===== config.mk =====
export PLATFORM = sky130hd
export DESIGN_NAME = paren_mismatch_locator_flat
export DESIGN_NICKNAME = d
export VERILOG_FILES = /design/src/rtl/pml_pkg.sv /design/src/rtl/pml_if.sv /design/src/rtl/pml_cell.sv /design/src/rtl/paren_mismatch_locator.sv /design/src/flat_wrapper.sv
export SDC_FILE = /design/constraint.sdc
export NUM_CORES = 1
export LEC_CHECK = 0
export ABC_AREA = 1
export BUFFER_PORTS_ARGS = -buffer_cell sky130_fd_sc_hd__buf_2
export CORE_ASPECT_RATIO = 1.75
export CORE_MARGIN = 2
export CORE_UTILIZATION = 43
export DETAILED_ROUTE_END_ITERATION = 7
export HOLD_SLACK_MARGIN = 0.03
export PLACE_DENSITY = 0.64
export SYNTH_ARGS = -nofsm -noshare
export SYNTH_HDL_FRONTEND = slang
export SYNTH_HIERARCHICAL = 1
export SYNTH_SLANG_ARGS = --single-unit

===== constraint.sdc =====
create_clock -name clk -period 16.6 [get_ports clk]
set_input_delay 1.66 -clock clk [delete_from_list [all_inputs] [get_ports clk]]
set_output_delay 1.66 -clock clk [all_outputs]
set_load 0.1 [all_outputs]

===== src/rtl/pml_pkg.sv =====
// Shared types and constants for the parenthesis mismatch locator.
// No dependencies; every other file depends on this package.
`timescale 1ns / 1ps
`default_nettype none

package pml_pkg;

    localparam int POS_W   = 12;
    localparam int DEPTH_W = 13;
    localparam int KIND_W  = 2;

    localparam logic [7:0] OPEN_CHAR  = 8'h28;
    localparam logic [7:0] CLOSE_CHAR = 8'h29;

    localparam logic [DEPTH_W-1:0] DEPTH_MAX = 13'd8191;

    localparam logic [KIND_W-1:0] KIND_CLOSE = 2'd0;
    localparam logic [KIND_W-1:0] KIND_OPEN  = 2'd1;
    localparam logic [KIND_W-1:0] KIND_END   = 2'd2;

    typedef logic [POS_W-1:0] pos_t;

    typedef struct packed {
        logic push;
        logic pop;
    } pml_shift_t;

endpackage

`default_nettype wire


===== src/rtl/pml_if.sv =====
// Valid/ready channel interfaces for the character and result streams.
// Depends on pml_pkg for field widths.
`timescale 1ns / 1ps
`default_nettype none

interface pml_in_if;
    logic       valid;
    logic       ready;
    logic [7:0] char_code;
    logic       end_of_string;

    modport source (output valid, output char_code, output end_of_string, input ready);
    modport sink (input valid, input char_code, input end_of_string, output ready);
endinterface

interface pml_out_if;
    logic                        valid;
    logic                        ready;
    logic [pml_pkg::POS_W-1:0]   position;
    logic [pml_pkg::KIND_W-1:0]  kind;
    logic                        overflow;
    logic                        last_of_run;

    modport source (output valid, output position, output kind, output overflow,
                    output last_of_run, input ready);
    modport sink (input valid, input position, input kind, input overflow,
                  input last_of_run, output ready);
endinterface

`default_nettype wire


===== src/rtl/pml_cell.sv =====
// One entry of the shifting position stack.
// Depends on pml_pkg for the position type and the shift control struct.
`timescale 1ns / 1ps
`default_nettype none

module pml_cell (
    input  wire                 clk,
    input  pml_pkg::pml_shift_t shift,
    input  pml_pkg::pos_t       left_pos,
    input  pml_pkg::pos_t       right_pos,
    output pml_pkg::pos_t       pos
);
    import pml_pkg::*;

    pos_t pos_reg;
    pos_t pos_next;

    always_comb
    begin
        pos_next = pos_reg;
        if (shift.push)
        begin
            pos_next = left_pos;
        end
        else if (shift.pop)
        begin
            pos_next = right_pos;
        end
    end

    always_ff @(posedge clk)
    begin
        pos_reg <= pos_next;
    end

    assign pos = pos_reg;

endmodule

`default_nettype wire


===== src/rtl/paren_mismatch_locator.sv =====
// An unmatched-close result is registered in the cycle after the beat that causes it.
// One character per cycle while the output register is free; after the final character
// a drain emits each stored open, then an end marker, while no character is taken.
// The stack is a row of shifting cells, so a push or a pop moves every cell together.
// Reset clears counters, flags and the output register; stack entries stay undefined.
`timescale 1ns / 1ps
`default_nettype none

module paren_mismatch_locator #(
    parameter int STACK_DEPTH = 32,
    parameter int MAX_LEN     = 4096
) (
    input  wire        clk,
    input  wire        rst_n,
    pml_in_if.sink     char_in,
    pml_out_if.source  result_out
);
    import pml_pkg::*;

    localparam int CNT_W = $clog2(STACK_DEPTH + 1);
    localparam int IDX_W = $clog2(MAX_LEN);

    typedef enum logic {
        ST_RUN,
        ST_DRAIN
    } state_t;

    state_t              state_reg, state_next;
    logic [CNT_W-1:0]    stored_reg, stored_next;
    logic [DEPTH_W-1:0]  depth_reg, depth_next;
    logic [IDX_W-1:0]    idx_reg, idx_next;
    logic                ovf_reg, ovf_next;
    logic                out_valid_reg, out_valid_next;
    pos_t                position_reg, position_next;
    logic [KIND_W-1:0]   kind_reg, kind_next;
    logic                overflow_reg, overflow_next;
    logic                last_reg, last_next;

    pml_shift_t          shift;
    pos_t                new_pos;
    pos_t                cell_pos [STACK_DEPTH];
    logic                slot_free;
    logic                accept;

    assign slot_free     = !out_valid_reg || result_out.ready;
    assign char_in.ready = (state_reg == ST_RUN) && slot_free;
    assign accept        = char_in.valid && char_in.ready;
    assign new_pos       = POS_W'(idx_reg);

    for (genvar i = 0; i < STACK_DEPTH; i++)
    begin : g_cell
        pos_t left_pos;
        pos_t right_pos;
        if (i == 0)
        begin : g_first
            assign left_pos = new_pos;
        end
        else
        begin : g_mid_left
            assign left_pos = cell_pos[i-1];
        end
        if (i == STACK_DEPTH - 1)
        begin : g_last
            assign right_pos = '0;
        end
        else
        begin : g_mid_right
            assign right_pos = cell_pos[i+1];
        end
        pml_cell u_cell (
            .clk       (clk),
            .shift     (shift),
            .left_pos  (left_pos),
            .right_pos (right_pos),
            .pos       (cell_pos[i])
        );
    end

    always_comb
    begin
        state_next     = state_reg;
        stored_next    = stored_reg;
        depth_next     = depth_reg;
        idx_next       = idx_reg;
        ovf_next       = ovf_reg;
        out_valid_next = out_valid_reg && !result_out.ready;
        position_next  = position_reg;
        kind_next      = kind_reg;
        overflow_next  = overflow_reg;
        last_next      = last_reg;
        shift          = '0;

        if (accept)
        begin
            if (char_in.char_code == OPEN_CHAR)
            begin
                if (stored_reg < CNT_W'(STACK_DEPTH))
                begin
                    shift.push  = 1'b1;
                    stored_next = stored_reg + 1'b1;
                end
                else
                begin
                    ovf_next = 1'b1;
                end
                if (depth_reg != DEPTH_MAX)
                begin
                    depth_next = depth_reg + 1'b1;
                end
            end
            else if (char_in.char_code == CLOSE_CHAR)
            begin
                if (depth_reg != '0)
                begin
                    if (depth_reg <= DEPTH_W'(stored_reg) && stored_reg != '0)
                    begin
                        shift.pop   = 1'b1;
                        stored_next = stored_reg - 1'b1;
                    end
                    depth_next = depth_reg - 1'b1;
                end
                else
                begin
                    out_valid_next = 1'b1;
                    position_next  = new_pos;
                    kind_next      = KIND_CLOSE;
                    overflow_next  = 1'b0;
                    last_next      = !char_in.end_of_string;
                end
            end

            if (char_in.end_of_string)
            begin
                state_next = ST_DRAIN;
            end
            else if (idx_reg >= IDX_W'(MAX_LEN - 1))
            begin
                idx_next = IDX_W'(MAX_LEN - 1);
                ovf_next = 1'b1;
            end
            else
            begin
                idx_next = idx_reg + 1'b1;
            end
        end
        else if (state_reg == ST_DRAIN && slot_free)
        begin
            out_valid_next = 1'b1;
            if (stored_reg != '0)
            begin
                shift.pop     = 1'b1;
                stored_next   = stored_reg - 1'b1;
                position_next = cell_pos[0];
                kind_next     = KIND_OPEN;
                overflow_next = 1'b0;
                last_next     = 1'b0;
            end
            else
            begin
                position_next = '0;
                kind_next     = KIND_END;
                overflow_next = ovf_reg;
                last_next     = 1'b1;
                depth_next    = '0;
                idx_next      = '0;
                ovf_next      = 1'b0;
                state_next    = ST_RUN;
            end
        end
    end

    always_ff @(posedge clk or negedge rst_n)
    begin
        if (!rst_n)
        begin
            state_reg     <= ST_RUN;
            stored_reg    <= '0;
            depth_reg     <= '0;
            idx_reg       <= '0;
            ovf_reg       <= 1'b0;
            out_valid_reg <= 1'b0;
            position_reg  <= '0;
            kind_reg      <= KIND_CLOSE;
            overflow_reg  <= 1'b0;
            last_reg      <= 1'b0;
        end
        else
        begin
            state_reg     <= state_next;
            stored_reg    <= stored_next;
            depth_reg     <= depth_next;
            idx_reg       <= idx_next;
            ovf_reg       <= ovf_next;
            out_valid_reg <= out_valid_next;
            position_reg  <= position_next;
            kind_reg      <= kind_next;
            overflow_reg  <= overflow_next;
            last_reg      <= last_next;
        end
    end

    assign result_out.valid       = out_valid_reg;
    assign result_out.position    = position_reg;
    assign result_out.kind        = kind_reg;
    assign result_out.overflow    = overflow_reg;
    assign result_out.last_of_run = last_reg;

    a_stored_bound: assert property (@(posedge clk) disable iff (!rst_n)
        stored_reg <= CNT_W'(STACK_DEPTH))
        else $error("stack count exceeds the stack depth");

    a_stored_le_depth: assert property (@(posedge clk) disable iff (!rst_n)
        DEPTH_W'(stored_reg) <= depth_reg)
        else $error("more stored opens than open parentheses");

    a_end_clears: assert property (@(posedge clk) disable iff (!rst_n)
        (state_reg == ST_DRAIN && slot_free && stored_reg == '0)
        |=> (state_reg == ST_RUN && depth_reg == '0 && idx_reg == '0 && !ovf_reg
             && out_valid_reg && kind_reg == KIND_END))
        else $error("end marker did not restore the idle state");

    a_drain_pops: assert property (@(posedge clk) disable iff (!rst_n)
        (state_reg == ST_DRAIN && slot_free && stored_reg != '0)
        |=> (stored_reg == $past(stored_reg) - 1'b1 && kind_reg == KIND_OPEN))
        else $error("drain step did not pop one stored open");

endmodule

`default_nettype wire


===== src/flat_wrapper.sv =====
// flat-port wrapper written by rule: the top's interface ports become plain ports
module paren_mismatch_locator_flat import pml_pkg::*;
#(
    parameter int STACK_DEPTH = 32,
    parameter int MAX_LEN     = 4096
)
  (clk, rst_n, char_in_valid, char_in_char_code, char_in_end_of_string, char_in_ready, result_out_valid, result_out_position, result_out_kind, result_out_overflow, result_out_last_of_run, result_out_ready);
  pml_in_if char_in_i ();
  pml_out_if result_out_i ();
  input  wire clk;
  input  wire rst_n;
  input wire logic [$bits(char_in_i.valid)-1:0] char_in_valid;
  input wire logic [$bits(char_in_i.char_code)-1:0] char_in_char_code;
  input wire logic [$bits(char_in_i.end_of_string)-1:0] char_in_end_of_string;
  output wire logic [$bits(char_in_i.ready)-1:0] char_in_ready;
  output wire logic [$bits(result_out_i.valid)-1:0] result_out_valid;
  output wire logic [$bits(result_out_i.position)-1:0] result_out_position;
  output wire logic [$bits(result_out_i.kind)-1:0] result_out_kind;
  output wire logic [$bits(result_out_i.overflow)-1:0] result_out_overflow;
  output wire logic [$bits(result_out_i.last_of_run)-1:0] result_out_last_of_run;
  input wire logic [$bits(result_out_i.ready)-1:0] result_out_ready;
  assign char_in_i.valid = char_in_valid;
  assign char_in_i.char_code = char_in_char_code;
  assign char_in_i.end_of_string = char_in_end_of_string;
  assign char_in_ready = char_in_i.ready;
  assign result_out_valid = result_out_i.valid;
  assign result_out_position = result_out_i.position;
  assign result_out_kind = result_out_i.kind;
  assign result_out_overflow = result_out_i.overflow;
  assign result_out_last_of_run = result_out_i.last_of_run;
  assign result_out_i.ready = result_out_ready;
  paren_mismatch_locator #(.STACK_DEPTH(STACK_DEPTH), .MAX_LEN(MAX_LEN)) u_core (.clk(clk), .rst_n(rst_n), .char_in(char_in_i), .result_out(result_out_i));
endmodule

==> run summary, run 1 <==
PwrDens: 197 nW/um2
# DRC: 0
Fin. max-slew vios: 0
Fin area: 22,000 um2
RR Endpoint: u_core/g_cell[4].u_cell/pos[0]
FF-to-FF path depth: 11
Core ar.: 46,900 um2
Crit path cell chain: buf_2, nor2_1, nand2_2, nor2_8, nand2_2, nor2_4, buf_4, buf_12, buf_4, or2_2
Clock root cell: clkbuf_16
Setup Buffers After CTS: 0
Syn-to-layout area delta: 8.00%
Routed vias: 14.2k
Final hold vios: 0
Inserted Diodes: 0
Skew-Pair Late Insertion Delay: 0.57 ns
Synth Cell Area: 20,400 um2
R2R Path Start: u_core/result_out.valid
Clock buffer depth: 3
Met2 routed WL: 23.7 mm
Vias in the first global route: 14.4k
Clock H-tree levels: 2
Layout cells sized above 1: 9.41%
Starting Density: 43.5%
Unrepaired setup endpoints after global routing: false
Synth unique cells: 46
Worst EP required: 16.82 ns
Setup crit end kind: flip-flop
Boundary Pins: 31
Area after DPL: 20,700 um2
Status: completed
Top Metal Used: met4
Gpl congestion: 0.869
Final ANT Viol Nets: 0
Post-CTS Hold Fix Bufs: 0
GRT overflow: 0
Maximum number of pins on one net before global-route repair: 192
Final setup violation count: 0
Minimum clock period: 5.09 ns
Total wire length: 45.1 mm
Seq/Total Area, Yosys: 62.6%
Number of gates resized after cts: 0
Post-synth top area share: 56.5%
Met3 Routed Length: 1.59 mm
CP Class: in2reg
Cells after DPL: 2,711
Synthesized flop and latch total: 434
Avg WL per Cell: 16.2 um
Total GRT Usage: 18.2%
Worst reg2reg setup slack: 12.29 ns
Hold WC Path Type: reg2reg
Worst path max stage delay: 0.92 ns
WL met1: 17.8 mm
TritonCTS sink count: 434
NumNets Final: 2,202
Number of flip-flops in the largest register: 384
Global-route wire length before repair: 72.6 mm
Hold Path Origin: u_core/result_out.kind[0]
Min-Delay Path Depth: 2
Crit start category: primary input
FMAX: 0.197 GHz
Clock-pin transition on the worst setup and hold timing paths: 0.06 ns
Row count: 105
Worst hold slack: 0.474 ns
Chip height: 292 um
Fin cells: 2,788
Die Wd: 169 um
Total Neg Setup Slack: 0 ns
TritonCTS Buffers: 42
CP max stage cell: buf_4
Max-cap viol count: 0
Worst hold path endpoint: u_core/result_out.kind[0]
CTS tree: done
Buf/Inv on CP: 4
Tcrit/Tclk final: 30.6%
Setup Skew: 0.0298 ns
Primary flip-flop cell chosen by synthesis mapping: edfxtp_1
Most frequent cell after synthesis: nand2_1
Starting DRT DRC Count: 1,259
Vias/cell: 5.11
Slew margin rel.: 28.9%
Maximum vdd drop: 0.163 mV
TritonRoute pass-1 iters: 6
Crit path max-delay family: buffers and inverters
Post-synthesis average cell area: 9.51 um2
Commonest cells post-synth: nand2_1 (1,299), edfxtp_1 (384), inv_1 (53)
Post-synth EDFFs: 384
Post-synthesis instance total: 2,147
Measured slew at the worst slew-check pin: 1.07 ns
Ranking of synthesized cells by area: edfxtp_1 (56%), nand2_1 (24%), dfrtp_1 (6.1%)
PortBufs: 30
Asr flop ratio synth: 11.5%
HPWL Detailed: 31.9 mm
Leak: 0.00975 uW
Initial antenna violation count: 0
Worst-path fanout max: 191
Die area: 49,300 um2
Synth area leader: edfxtp_1
WP data arrival: 5.31 ns
Syn. warnings: 6
[layer usage]
layer	up-vias	GRT usage [%]
li1	6931	-
met1	6884	21.3
met2	336	33.3
met3	91	2.01
met4	0	8.52
met5	-	0
[worst max-delay path by stage]
stage	depth (start not counted)	to	from
finish	10	u_core/g_cell[4].u_cell/pos[0]	char_in_char_code[0]
global route	10	u_core/g_cell[4].u_cell/pos[0]	char_in_char_code[0]
CTS	10	u_core/g_cell[4].u_cell/pos[0]	char_in_char_code[0]
detailed placement	10	u_core/g_cell[4].u_cell/pos[5]	char_in_char_code[0]
global placement	10	u_core/g_cell[6].u_cell/pos[0]	char_in_char_code[0]
floorplan	6	u_core/g_cell[0].u_cell/pos[0]	char_in_char_code[4]
[worst register-to-register path: stages (launching register included)]
cell and delay, ns:
dfrtp_1 0.39, inv_1 0.10, nor2_4 0.05, inv_2 0.07, nand3_4 0.14, clkinv_4 0.18
nand2_2 0.15, nor2_4 0.10, buf_4 0.51, buf_12 0.54, buf_4 1.22, or2_2 0.52
[power by group]
group / leakage [uW] / internal [uW] / switching [uW]
clock: 0.000631 / 497 / 424
combinational: 0.00482 / 331 / 855
sequential: 0.00430 / 1900 / 327
[kinds of logic (layout without fill, tap and decap cells)]
kind of cell | Yosys count | in the layout | share of synthesized area, %
other | 1 | 12 | 0.0184
adder cells (fa/ha/maj) | 22 | 22 | 1.39
XOR/XNOR | 14 | 14 | 0.601
AO/OA/AOI/OAI | 67 | 67 | 1.81
buffers and inverters | 165 | 207 | 5.08
AND/OR/NAND/NOR | 1444 | 1444 | 28.5
flip-flops | 434 | 434 | 62.6
[cells in the final DEF, fill, tap and decap left out, types with 30 or more instances in the layout]
master,instances
nand2_1,1299
edfxtp_1,384
inv_1,53
dfrtp_1,50
nand3_1,45
clkbuf_16,43
inv_2,37
or2_2,33
buf_2,30
[per-stage QoR]
stage                     utilization (%)  worst slack, ns  power, uW
after floorplan                         -             7.94       3020
after global placement               44.2            11.14       3390
after detailed placement             44.2            11.05       3440
after CTS                            47.0            11.62       4370
after global routing                 47.0            11.27       4600
final                                47.0            11.51       4340
[cell type report]
cell class              instances  area [um2]
multi-input cells            1559        6650
inverters                      93         357
repair buffers                 37         215
fillers                      4350       24900
clock inverters                27         208
flip-flops and latches        434       12800
clock buffers                  50        1100
well taps                     588         736
Note: power is estimated with default switching activity, not from simulation.
==> run 2: changes to the inputs <==
- PLACE_DENSITY: 0.64 -> 0.66
- clock period: 16.6 -> 4.2 ns (I/O delays scaled with it)
==> run summary, run 2 (synthesized netlist as in run 1, its figures left out) <==
Setup Buffers After CTS: 0
Worst reg2reg setup slack: 0.96 ns
Number of gates resized after cts: 0
Crit start category: flip-flop
Tcrit/Tclk final: 77.2%
Minimum clock period: 3.24 ns
FF-to-FF path depth: 13
Number of flip-flops in the largest register: 384
Most frequent cells in the layout: nand2_1 (1,299), edfxtp_1 (384), inv_1 (53)
Skew-Pair Late Insertion Delay: 0.57 ns
Slew margin rel.: 28.9%
Chip height: 292 um
NumNets Final: 2,204
Clock root cell: clkbuf_16
GRT overflow: 0
Boundary Pins: 31
Routed vias: 14.0k
CTS tree: done
Layout cells sized above 1: 9.17%
Starting DRT DRC Count: 1,022
Most common cell after layout, fill and taps aside: nand2_1
Starting Density: 43.5%
Total wire length: 45.3 mm
Gpl congestion: 0.900
Maximum vdd drop: 0.578 mV
# DRC: 0
Layout fillers: 4,393
Status: completed
Unrepaired setup endpoints after global routing: false
FMAX: 0.308 GHz
Core ar.: 46,900 um2
Initial antenna violation count: 0
Storage cell area: 12,800 um2
Worst-path fanout max: 19
Clock H-tree levels: 2
Die Wd: 169 um
Worst EP required: 4.43 ns
TritonCTS sink count: 434
RR Endpoint: u_core/g_cell[31].u_cell/pos[11]
Total GRT Usage: 18.5%
Syn-to-layout area delta: 8.32%
Vias/cell: 5.00
Final setup violation count: 0
Clock buffer depth: 3
Inserted Diodes: 0
Setup WS pre-CTS: 0.990 ns
Clock-pin transition on the worst setup and hold timing paths: 0.06 ns
Cells after DPL: 2,712
Fin area: 22,100 um2
Area after DPL: 20,800 um2
Hold WC Path Type: in2reg
Avg WL per Cell: 16.2 um
Die area: 49,300 um2
Fin cells: 2,790
WP data arrival: 3.47 ns
Fin. max-slew vios: 0
Final hold vios: 0
Multi-input combinational cell area: 6650 um2
Setup Skew: 0.0292 ns
Design Power: 17,200 uW
TritonCTS Buffers: 42
HPWL Detailed: 33.1 mm
TritonRoute pass-1 iters: 7
Total Neg Setup Slack: 0 ns
Measured slew at the worst slew-check pin: 1.07 ns
Worst hold path endpoint: u_core/ovf_reg
PwrDens: 779 nW/um2
Min-Delay Path Depth: 4
PortBufs: 30
Setup crit end kind: flip-flop
Row count: 105
Vias in the first global route: 14.6k
Setup ws final: 0.958 ns
R2R Path Start: u_core/stored_reg[4]
Final ANT Viol Nets: 0
Leak: 0.00978 uW
Max-cap viol count: 0
Hold Path Origin: char_in_end_of_string
CP Class: reg2reg
Global-route wire length before repair: 72.7 mm
Post-CTS Hold Fix Bufs: 1
Maximum number of pins on one net before global-route repair: 162
==> run 2: metal layers <==
metal	track usage, %	routed length [um]
met2	36.8	25300
met3	1.96	1320
met5	0	0
met4	7.99	1860
met1	19.3	16800
==> run 2: where the power goes <==
group          switching [uW]  internal [uW]  total, uW
Combinational            3410           1320       4730
Sequential               1290           7530       8820
Clock                    1630           2050       3680
Total                    6340          10900      17200
==> run 2: cell type report <==
cell class / instances / share of cell area [%]
Multi-Input combinational cell: 1559 / 30.1
Tap cell: 588 / 3.33
Clock inverter: 24 / 0.843
Clock buffer: 53 / 5.13
Sequential cell: 434 / 57.8
Inverter: 93 / 1.61
Timing Repair Buffer: 39 / 1.22
==> run 2: how the worst max path moves through the flow <==
stage / start / end / slack [ns] / depth (start not counted)
final: u_core/stored_reg[4] / u_core/g_cell[31].u_cell/pos[11] / 0.96 / 13
after global routing: u_core/stored_reg[4] / u_core/g_cell[31].u_cell/pos[3] / 0.72 / 13
after CTS: u_core/stored_reg[4] / u_core/g_cell[27].u_cell/pos[2] / 1.0 / 13
after detailed placement: u_core/stored_reg[4] / u_core/g_cell[31].u_cell/pos[10] / 0.99 / 13
after global placement: u_core/stored_reg[2] / u_core/g_cell[31].u_cell/pos[10] / 0.98 / 13
after floorplan: u_core/result_out.valid / u_core/g_cell[0].u_cell/pos[0] / 0.007 / 9
==> run 2: per-stage QoR <==
stage	hold slack (ns)	utilization, %
2_1_floorplan	0.124	-
3_3_place_gp	0.455	44.3
3_5_place_dp	0.462	44.3
4_1_cts	0.109	47.1
5_1_grt	0.134	47.1
6_report	0.133	47.1
==> run 2: critical path, cell delays in order (launching register included) <==
cell and delay [ns]:
dfrtp_1 0.44, inv_1 0.09, ha_1 0.31, nand2_1 0.09, nor2_1 0.07, nand2_1 0.06, nand3_1 0.07, nand2_1 0.06
nand2_1 0.04, nand2_1 0.09, nand4_1 0.11, o21ai_2 0.83, buf_4 0.31, or2_2 0.31
==> run 3: changes to the inputs <==
- ABC_AREA: 1 -> 0
- clock period: 4.2 -> 2.83 ns (I/O delays scaled with it)
==> run summary, run 3 <==
RR Endpoint: u_core/g_cell[9].u_cell/pos[2]
Worst hold slack: 0.102 ns
Core ar.: 47,700 um2
Chip height: 295 um
Final ANT Viol Nets: 0
Worst-path fanout max: 32
NumNets Final: 1,406
Vias/cell: 5.26
Gpl congestion: 0.861
Row count: 106
Slew margin rel.: 51.8%
CP max stage cell: dfrtp_1
Layout cells sized above 1: 48.0%
R2R Path Start: u_core/stored_reg[2]
Worst hold path endpoint: u_core/result_out.valid
Commonest cells post-synth: edfxtp_1 (384), mux2_4 (288), mux2_2 (97)
Synthesized flop and latch total: 434
Final hold vios: 0
Gate power share: 31.6%
Syn. warnings: 6
Maximum number of pins on one net before global-route repair: 33
Setup Skew: 0.0222 ns
Clock root cell: clkbuf_16
Routed vias: 10.5k
Tcrit/Tclk final: 95.8%
Hold WC Path Type: in2reg
Measured slew at the worst slew-check pin: 0.720 ns
GRT overflow: 0
Synth Cell Area: 20,800 um2
Worst path max stage delay: 0.35 ns
Cells after DPL: 1,919
Most frequent cell after synthesis: edfxtp_1
Crit start category: flip-flop
Worst reg2reg setup slack: 0.12 ns
Fin area: 24,400 um2
WP data arrival: 2.96 ns
Area after DPL: 23,000 um2
Total Neg Setup Slack: 0 ns
Leak: 0.00929 uW
CTS tree: done
FF-to-FF path depth: 11
Crit path cell chain: inv_1, ha_1, a21o_1, a211oi_1, o221ai_2, nand2_1, nand3_1, a21oi_2, buf_12, or2_2, buf_4
Syn-to-layout area delta: 17.4%
# DRC: 0
Synth unique cells: 65
Starting DRT DRC Count: 649
Minimum clock period: 2.71 ns
Worst EP required: 3.08 ns
Fin cells: 1,993
Die area: 50,100 um2
Unrepaired setup endpoints after global routing: true
Multi-input combinational cell area: 7620 um2
Post-synth EDFFs: 384
CP Class: reg2reg
Sw frac: 29.7%
TritonCTS sink count: 434
Setup Buffers After CTS: 0
TritonRoute pass-1 iters: 5
Hold Path Origin: result_out_ready
Skew-Pair Late Insertion Delay: 0.56 ns
Post-synthesis average cell area: 17.4 um2
Clk pwr share: 21.6%
Number of flip-flops in the largest register: 384
Global-route wire length before repair: 61.3 mm
Die Wd: 170 um
Synth area leader: edfxtp_1
Max-cap viol count: 0
Status: completed
Post-synth top area share: 55.5%
Post-synthesis instance total: 1,190
Maximum vdd drop: 0.810 mV
Clock-pin transition on the worst setup and hold timing paths: 0.06 ns
Layout fillers: 3,901
TritonCTS Buffers: 42
Min-Delay Path Depth: 4
Storage cell area: 12,800 um2
Boundary Pins: 31
Avg WL per Cell: 19.0 um
PwrDens: 1080 nW/um2
Fin. max-slew vios: 0
Total GRT Usage: 15.2%
P_sw: 7800 uW
HPWL Detailed: 26.6 mm
Vias in the first global route: 11.3k
Initial antenna violation count: 0
PortBufs: 30
Pint: 18,500 uW
Clock H-tree levels: 2
Clock buffer depth: 3
Starting Density: 43.5%
Setup ws final: 0.119 ns
Sequential share of power: 46.8%
Setup WS pre-CTS: -0.564 ns
Total wire length: 37.9 mm
Most common cell after layout, fill and taps aside: edfxtp_1
Ranking of synthesized cells by area: edfxtp_1 (56%), mux2_4 (21%), dfrtp_1 (6.0%)
Asr flop ratio synth: 11.5%
Primary flip-flop cell chosen by synthesis mapping: edfxtp_1
Seq/Total Area, Yosys: 61.6%
FMAX: 0.369 GHz
Final setup violation count: 0
Setup crit end kind: flip-flop
Most frequent cells in the layout: edfxtp_1 (384), mux2_4 (288), mux2_2 (97)
Inserted Diodes: 0
## run 3: cell types whose count changed after synthesis, sizes merged, moves of 21 or more
cell / before / now
nand3: 49 / 16
buf: 72 / 37
o21ai: 44 / 23
inv: 91 / 11
mux2: 0 / 385
nand2: 1306 / 45
## run 3: worst max-delay path: cells and delay by family, from the launching register on
kind / cells / cell delay, ns
and+or+nand+nor: 3 / 0.38
adders and majority gates: 1 / 0.33
AOI/OAI and AO/OA: 4 / 0.92
DFF: 1 / 0.35
buffers and inverters: 3 / 0.43
## run 3: worst max-delay path by stage
stage,cells after the start,startpoint,to
detailed placement,13,char_in_char_code[4],u_core/depth_reg[12]
global placement,12,char_in_char_code[4],u_core/depth_reg[12]
CTS,13,char_in_char_code[4],u_core/depth_reg[12]
finish,11,u_core/stored_reg[2],u_core/g_cell[9].u_cell/pos[2]
floorplan,8,char_in_char_code[4],u_core/g_cell[10].u_cell/pos[0]
global route,11,u_core/stored_reg[2],u_core/g_cell[12].u_cell/pos[2]
## run 3: cell families (layout without fill, tap and decap cells)
logic type	count (synthesis)	count (layout)	synth area share [%]
flip-flops	434	434	61.6
multiplexers	388	388	26.2
AND/OR/NAND/NOR	172	172	4.41
AO/OA/AOI/OAI	101	101	3.53
buffers and inverters	58	256	2.30
adder cells (fa/ha/maj)	22	22	1.36
XOR/XNOR	14	14	0.591
other	1	12	0.0181
## run 3: per-stage QoR
| stage | utilization (%) | total power, uW |
|---|---|---|
| after floorplan | - | 17400 |
| after global placement | 48.1 | 20400 |
| after detailed placement | 48.1 | 20700 |
| after CTS | 51.0 | 26500 |
| after global routing | 51.1 | 27600 |
| final | 51.1 | 26300 |
## run 3: area by class of cell
type	instances	share of cell area (%)
Inverter	12	0.236
Tap cell	594	3.05
Clock buffer	54	4.70
Timing Repair Buffer	172	7.42
Clock inverter	18	0.924
Multi-Input combinational cell	709	31.2
Sequential cell	434	52.4
## run 3: per-layer routing
layer | vias to the layer above | global-route usage (%) | part of all wire, %
li1 | 4988 | - | -
met1 | 5290 | 17.8 | 41
met2 | 146 | 28.5 | 54
met3 | 58 | 2.16 | 2.7
met4 | 0 | 4.88 | 2.3
met5 | - | 0 | 0
## run 3: repair_timing
item	4_1_cts	5_1_grt
resized for setup	0	7
endpoints found under the setup margin	0	7
hold buffers	2	0
hold endpoints to repair	22	0
## run 3: power groups by stage
stage	Combinational [uW]	Clock, uW	Sequential (uW)
finish	8310	5680	12300
global route	8920	6070	12600
CTS	8360	5860	12300
detailed placement	8300	0	12400
global placement	8080	0	12300
floorplan	4890	0	12500
